## src/rtl/rpa_pkg.sv

```systemverilog
package rpa_pkg;

   // item modes
   localparam logic [2:0] MODE_START  = 3'd0;
   localparam logic [2:0] MODE_ALLOC  = 3'd1;
   localparam logic [2:0] MODE_FREE   = 3'd2;
   localparam logic [2:0] MODE_READ   = 3'd3;
   localparam logic [2:0] MODE_ADDREF = 3'd4;

   // result status codes
   localparam logic [2:0] ST_OK           = 3'd0;
   localparam logic [2:0] ST_NO_PAGES     = 3'd1;
   localparam logic [2:0] ST_BAD_ADDR     = 3'd2;
   localparam logic [2:0] ST_ALREADY_FREE = 3'd3;
   localparam logic [2:0] ST_NOT_STARTED  = 3'd4;

   // register indexes
   localparam logic [1:0] CSR_REGION_BASE  = 2'd0;
   localparam logic [1:0] CSR_FIRST_USABLE = 2'd1;
   localparam logic [1:0] CSR_REGION_LIMIT = 2'd2;

   localparam logic [31:0] RESET_REGION_BASE  = 32'h8000_0000;
   localparam logic [31:0] RESET_FIRST_USABLE = 32'h8000_0000;
   localparam logic [31:0] RESET_REGION_LIMIT = 32'h8800_0000;

   typedef struct packed {
      logic [2:0]  mode;
      logic [31:0] page_address;
   } req_type;

   typedef struct packed {
      logic [2:0]  status;
      logic [31:0] granted_address;
      logic [7:0]  ref_value;
      logic        returned;
   } rsp_type;

   // controller to datapath
   typedef struct packed {
      logic capture;
      logic eval;
      logic clear;
      logic exec;
   } cmd_type;

   // datapath to controller
   typedef struct packed {
      logic is_start;
      logic clear_last;
   } sts_type;

endpackage

```

## src/rtl/rpa_ctl.sv

```systemverilog
module rpa_ctl (
   input  logic            clock,
   input  logic            reset,
   input  logic            req_valid,
   output logic            req_stall,
   output logic            rsp_valid,
   input  logic            rsp_stall,
   input  rpa_pkg::sts_type sts,
   output rpa_pkg::cmd_type cmd
);
   import rpa_pkg::*;

   localparam logic [1:0] S_IDLE  = 2'd0;
   localparam logic [1:0] S_EVAL  = 2'd1;
   localparam logic [1:0] S_CLEAR = 2'd2;
   localparam logic [1:0] S_EXEC  = 2'd3;

   logic [1:0] state_ff;
   logic [1:0] state_in;
   logic       rsp_valid_ff;
   logic       rsp_valid_in;

   always_comb begin
      state_in = state_ff;
      cmd      = '0;
      unique case (state_ff)
         S_IDLE: begin
            if (req_valid) begin
               cmd.capture = 1'b1;
               state_in    = S_EVAL;
            end
         end
         S_EVAL: begin
            cmd.eval = 1'b1;
            state_in = sts.is_start ? S_CLEAR : S_EXEC;
         end
         S_CLEAR: begin
            cmd.clear = 1'b1;
            if (sts.clear_last) begin
               state_in = S_EXEC;
            end
         end
         S_EXEC: begin
            // wait until the output word slot is free
            if (!rsp_valid_ff || !rsp_stall) begin
               cmd.exec = 1'b1;
               state_in = S_IDLE;
            end
         end
         default: begin
            state_in = S_IDLE;
         end
      endcase
   end

   assign rsp_valid_in = cmd.exec | (rsp_valid_ff & rsp_stall);

   always_ff @(posedge clock) begin
      if (reset) begin
         state_ff     <= S_IDLE;
         rsp_valid_ff <= 1'b0;
      end else begin
         state_ff     <= state_in;
         rsp_valid_ff <= rsp_valid_in;
      end
   end

   assign req_stall = (state_ff != S_IDLE);
   assign rsp_valid = rsp_valid_ff;

endmodule

```

## config.mk

```make
export PLATFORM = sky130hd
export DESIGN_NAME = rpa_ctl
export DESIGN_NICKNAME = d
export VERILOG_FILES = /design/src/rtl/rpa_pkg.sv /design/src/rtl/rpa_ctl.sv
export SDC_FILE = /design/constraint.sdc
export NUM_CORES = 1
export LEC_CHECK = 0
export ABC_AREA = 0
export BUFFER_PORTS_ARGS = -buffer_cell sky130_fd_sc_hd__buf_2
export CORE_AREA = 2 2 39 41
export DETAILED_ROUTE_END_ITERATION = 7
export DIE_AREA = 0 0 41 43
export GPL_ROUTABILITY_DRIVEN = 0
export GPL_TIMING_DRIVEN = 0
export PLACE_DENSITY = 0.51
export SYNTH_ARGS = -nofsm -noshare
export SYNTH_HDL_FRONTEND = slang
export SYNTH_SLANG_ARGS = --single-unit
```

## constraint.sdc

```tcl
create_clock -name clock -period 3.8 [get_ports clock]
set_input_delay 0.57 -clock clock [delete_from_list [all_inputs] [get_ports clock]]
set_output_delay 0.57 -clock clock [all_outputs]
set_load 0.005 [all_outputs]
```

==> results of run 1 <==
## sequential cells by signal (all words and copies together), names as in the netlist
register   count
state_ff       2
rsp_valid      1
## critical path, stage by stage (launching register included)
cell and delay, ps:
dfxtp_1 400, inv_1 120, ha_1 230, and2_2 190
buf_2 120
## area by class of cell
class	count	area (sq um)
clock buffer	4	26.28
inverter	3	11.26
fill	161	1035
timing repair buffer	11	55.05
multi-input combinational	20	176.4
sequential	3	60.06
tap	16	20.02
## logic make-up (layout without fill, tap and decap cells)
| kind of cell | after synthesis | in the layout | synth area share [%] |
|---|---|---|---|
| AOI/OAI and AO/OA | 7 | 7 | 21.21 |
| adders and majority gates | 5 | 5 | 25.25 |
| buffers and inverters | 3 | 18 | 4.545 |
| DFF | 3 | 3 | 24.24 |
| and+or+nand+nor | 8 | 8 | 24.75 |
## worst max-delay path by stage
stage	depth (start not counted)	slack, ps	end
after detailed placement	4	2170	cmd[3]
after CTS	4	1910	cmd[3]
after floorplan	3	2370	cmd[3]
after global routing	4	1820	cmd[3]
after global placement	4	2170	cmd[3]
final	4	1940	cmd[3]
## routing by layer
layer	wire, um	track usage [%]
met1	188	7.643
met2	243	9.688
met3	47	6.283
met4	0	4.000
met5	0	0
## report_power, final
group	leakage, nW	internal [mW]	switching, mW
Clock	0.0150	0.0393	0.0164
Sequential	0.0247	0.0439	0.0140
Combinational	0.133	0.0675	0.0660
## synth_stat cells
master	n	share of area [%]
a31o_1	1	3.5
nand2b_4	1	5.6
nor2_1	1	1.5
nand3b_1	1	3.0
dfxtp_1	3	24
nand3_1	1	2.0
and2_2	1	3.0
nand2b_1	1	2.5
a311oi_2	1	6.1
nand4_1	1	2.5
a21oi_1	3	6.1
ha_1	5	25
a21boi_0	1	3.0
and3_4	1	4.5
inv_1	3	4.5
a31oi_1	1	2.5
## per-stage QoR
stage / area (sq um) / utilization, % / power, mW / std cells
floorplan: 247.7 / - / 0.1510 / 26
global placement: 322.8 / 23.33 / 0.1937 / 53
detailed placement: 322.8 / 23.33 / 0.1942 / 53
CTS: 349.1 / 25.23 / 0.2537 / 57
global route: 349.1 / 25.23 / 0.2768 / 57
finish: 349.1 / 25.23 / 0.2471 / 57
==> results by group, run 1 <==
STA
  • Slew Limit Fails: 0
  • Setup Total Neg Slack: 0 ps
  • Final count of negative-setup-slack endpoints: 0
  • F_max: 538.6 MHz
  • Clock Skew: 0.6049 ps
  • Fin crit share: 48.86%
  • Min Tclk post-route: 1857 ps
  • Final worst-path setup slack: between 1500 and 2000 ps
  • RSZ-0062 raised after global routing: false
  • Worst Tran Pin Value: 192.6 ps
  • Hold Fails Final Rpt: 0
  • WHS: ~530 ps
  • Slew margin rel.: slightly below 90%

Clocking
  • CTS tree: built
  • Cts repair resizes: 0
  • Clock latency at the later pin of the worst-skew pair: roughly 230 ps
  • CTS Root Cell: clkbuf_4
  • Post-CTS Hold Buffers: 0
  • CTS Buf Count: 3
  • Depth of the CTS H-tree: 1
  • Post-CTS Repair Setup Buffers: 0
  • Clock tree buffer depth: 2
  • Clk slew on worst S/H paths: 40 ps
  • # clock sinks: 3

Drt
  • DRC viols: 0
  • WL/cell: between 8 and 9 um
  • Number of DRC markers in iteration 0: 6
  • Routed vias/inst: 4.175
  • ANT nets after route: 0
  • Post-Route WL: between 400 and 500 um
  • TritonRoute pass-1 iters: 2
  • Vias: between 200 and 250

Worst setup path
  • Reg2Reg Depth: 5
  • Crit path from: state_ff[0]
  • Reg2Reg Launch Point: state_ff[0]
  • R2R setup slack: 2480 ps
  • Largest fanout on the critical path: 5
  • RR Endpoint: state_ff[0]
  • Worst Path Required: 3230 ps
  • CP Capture Type: primary output
  • Crit path launch type: register
  • Worst setup path category: reg2out
  • Worst endpoint data arrival time: 1290 ps

Global routing
  • Largest net degree at the start of global routing: 6
  • Remaining Overflow, GRT: 0
  • GRT Util Overall: 7.307%
  • Initial antenna violation count: 0
  • Vias in the first global route: 207
  • First-pass GRT wire length: approximately 800 um

Pwr
  • Leak: 0.1726 nW
  • Pwr/cell area: slightly above 700 mW/mm^2
  • Peak supply drop: 0.1386 mV

Final layout
  • Inserted Diodes: 0
  • Commonest non-fill, non-tap cell in the layout: buf_2
  • Share of layout cells above drive strength 1: 43.90%
  • Most frequent cells in the layout: buf_2 (11), ha_1 (5)
  • Fin nets: 53
  • Synth-to-layout area growth: 40.91%

Hold path
  • Min-Delay Path Class: reg2reg
  • WHS Path Cells: 2
  • Hold Path End: rsp_valid
  • Min-delay src: rsp_valid

Placement
  • Port Buf Inserts: 11
  • Post-Place Setup Slack: 2168 ps
  • HPWL Detailed: 385.2 um

Synth
  • Cells after Synth: 26
  • Synth Cell Area: 247.7 sq um
  • Syn avg cell area: 9.528 sq um
  • Sequential area share after synthesis: 24.24%
  • Yosys Warn Count: 0
  • Post-synth net total: 37
  • Cell variety after synth: 16
  • #FFs+latches synth: 3

Job
  • Max cap viols: 0

Floorplan
  • Die Area: around 0.0018 sq mm
  • Row count: 14
  • CORE AREA: roughly 0.0014 sq mm
  • Die Span Y: 43 um
  • Die span in x: 41 um
  • IO Pins: 12
  • Initial core utilization: 17.90%

Outcome
  • Status: finished clean
No activity file was read; power rests on OpenSTA's default activity.
==> run 2, diff against run 1 <==
--- a/config.mk
+++ b/config.mk
@@ -5,14 +5,14 @@
 export SDC_FILE = /design/constraint.sdc
 export NUM_CORES = 1
 export LEC_CHECK = 0
-export ABC_AREA = 0
+export ABC_AREA = 1
 export BUFFER_PORTS_ARGS = -buffer_cell sky130_fd_sc_hd__buf_2
 export CORE_AREA = 2 2 39 41
 export DETAILED_ROUTE_END_ITERATION = 7
 export DIE_AREA = 0 0 41 43
 export GPL_ROUTABILITY_DRIVEN = 0
 export GPL_TIMING_DRIVEN = 0
-export PLACE_DENSITY = 0.51
+export PLACE_DENSITY = 0.52
 export SYNTH_ARGS = -nofsm -noshare
 export SYNTH_HDL_FRONTEND = slang
 export SYNTH_SLANG_ARGS = --single-unit
==> constraint.sdc (replaced) <==
create_clock -name clock -period 1.5 [get_ports clock]
set_input_delay 0.225 -clock clock [delete_from_list [all_inputs] [get_ports clock]]
set_output_delay 0.225 -clock clock [all_outputs]
set_load 0.005 [all_outputs]
==> results by group, run 2 <==
Worst setup path
  • RR Endpoint: state_ff[0]
  • CP Capture Type: primary output
  • Crit-path max cell delay: around 360 ps
  • Worst setup path category: reg2out
  • CP dominant cell by count: inv_1
  • Reg2Reg Depth: 6
  • Crit path launch type: register
  • Crit path cell chain: inv_1, ha_1, nand2_1, inv_1, buf_2
  • Slowest stage cell, crit path: dfxtp_1
  • Worst Path Required: around 1300 ps
  • Reg2Reg Launch Point: state_ff[1]
  • R2R setup slack: 370 ps
  • Worst endpoint data arrival time: 1130 ps
  • Largest fanout on the critical path: 4

Final layout
  • Post-layout util: 24.86%
  • Max reg flops: 2
  • Fillers: between 150 and 200
  • Multi-input gate area: 151.4 sq um
  • Fin nets: 62
  • Share of layout cells above drive strength 1: 36.00%
  • Inserted Diodes: 0
  • Non-Filler Instances: 66
  • Commonest non-fill, non-tap cell in the layout: buf_2
  • Register Area: 61.31 sq um
  • Most frequent cells in the layout: buf_2 (11), nand2_1 (8), inv_1 (7)
  • Synth-to-layout area growth: 42.49%
  • Biggest register: state_ff
  • Final instance area: ~340 sq um

Synth
  • Sequential area share after synthesis: 24.87%
  • Top post-synthesis cells by area: ha_1 (26%), dfxtp_1 (25%), nand2_1 (12%)
  • Cell variety after synth: 11
  • Post-synth net total: 46
  • Yosys Warn Count: 0
  • Post-synth top cells: nand2_1 (8), inv_1 (7), ha_1 (5)
  • #FFs+latches synth: 3
  • Post-synth EDFFs: 0
  • Synth Cell Area: 241.5 sq um
  • Ys async rst share: 0%
  • Top_reg_cell synth: dfxtp_1
  • Area share of the largest cell type after synthesis: 25.91%
  • Syn avg cell area: 6.899 sq um
  • Area leader, netlist: ha_1
  • Cells after Synth: 35
  • Most common cell in the netlist: nand2_1

Global routing
  • Remaining Overflow, GRT: 0
  • Largest net degree at the start of global routing: 6
  • Initial antenna violation count: 0
  • Vias in the first global route: around 180
  • GRT Util Overall: 5.711%
  • First-pass GRT wire length: a little over 600 um

Clocking
  • # clock sinks: 3
  • Depth of the CTS H-tree: 1
  • Post-CTS Hold Buffers: 0
  • Cts repair resizes: 0
  • Clock tree buffer depth: 2
  • CTS tree: built
  • Clk slew on worst S/H paths: about 40 ps
  • Post-CTS Repair Setup Buffers: 0
  • Clock latency at the later pin of the worst-skew pair: 230 ps
  • CTS Root Cell: clkbuf_4
  • CTS Buf Count: 3

Placement
  • Post-Place Setup Slack: about 320 ps
  • HPWL Detailed: 360.6 um
  • Port Buf Inserts: 11
  • Placed inst area: roughly 320 sq um
  • Placed Cells: 62

STA
  • Fin crit share: 90.59%
  • Slew Limit Fails: 0
  • Hold Fails Final Rpt: 0
  • Clock Skew: 1.345 ps
  • F_max: 735.9 MHz
  • Final count of negative-setup-slack endpoints: 0
  • WHS: 164.5 ps
  • Setup Total Neg Slack: 0 ps
  • Slew margin rel.: 91.31%
  • Final worst-path setup slack: 141.2 ps
  • Worst Tran Pin Value: 130.3 ps
  • Min Tclk post-route: 1359 ps
  • RSZ-0062 raised after global routing: false

Hold path
  • Min-delay src: reset
  • WHS Path Cells: 2
  • Hold Path End: rsp_valid
  • Min-Delay Path Class: in2reg

Floorplan
  • Die Span Y: 43 um
  • IO Pins: 12
  • Die Area: 0.001763 sq mm
  • CORE AREA: ~0.0014 sq mm
  • Initial core utilization: 17.45%
  • Row count: 14
  • Die span in x: 41 um

Drt
  • ANT nets after route: 0
  • Post-Route WL: 432 um
  • Number of DRC markers in iteration 0: 2
  • WL/cell: 6.545 um
  • DRC viols: 0
  • Routed vias/inst: roughly 3.5
  • Vias: 230
  • TritonRoute pass-1 iters: 2

Pwr
  • Leak: 0.2078 nW
  • Peak supply drop: 0.4086 mV
  • Pwr/cell area: 1790 mW/mm^2
  • Tot Pwr: 0.6161 mW

Job
  • Max cap viols: 0

Outcome
  • Status: finished clean
==> run 2: cell count changes after synthesis, sizes merged, moves of 2 or more <==
cell    before  now
nand2        0    9
nand2b       2    0
inv          3    8
nor2         1    4
==> run 2: layer usage <==
layer,vias to the layer above,global-route usage [%],share of wire (%)
li1,134,-,-
met1,85,4.473,50
met2,11,7.813,41
met3,0,4.712,8.8
met4,0,6.000,0
met5,-,0,0
==> run 2: cells by family (layout without fill, tap and decap cells) <==
group,Yosys count,count (layout),synth area share [%]
flip-flops,3,3,24.87
AO/OA/AOI/OAI,3,3,6.216
buffers and inverters,8,23,12.44
AND/OR/NAND/NOR,16,16,30.57
adder cells (fa/ha/maj),5,5,25.91
==> run 2: worst max path at each step <==
stage	startpoint	cells past startpoint	end
2_1_floorplan	state_ff[0]	6	state_ff[0]
3_3_place_gp	state_ff[0]	6	state_ff[0]
3_5_place_dp	state_ff[0]	6	state_ff[0]
4_1_cts	state_ff[0]	5	cmd[3]
5_1_grt	state_ff[1]	5	cmd[3]
6_report	state_ff[1]	5	cmd[3]
==> run 2: layout make-up <==
type                            count  share of cell area [%]
Multi-Input combinational cell     24                   44.00
Sequential cell                     3                   17.82
Timing Repair Buffer               11                   16.00
Inverter                            8                   8.727
Clock buffer                        4                   7.636
Tap cell                           16                   5.818
==> run 2: critical path: cells and delay by family, from the launching register on <==
family / cells / cell delay, ps
fa+ha+maj: 1 / 230
flops: 1 / 360
simple gates: 1 / 70
buf+inv: 3 / 250
==> run 2: power breakdown <==
group / switching, mW / internal [mW] / total [mW]
Combinational: 0.180 / 0.147 / 0.327
Sequential: 0.0337 / 0.116 / 0.149
Clock: 0.0403 / 0.0996 / 0.140
Total: 0.254 / 0.362 / 0.616
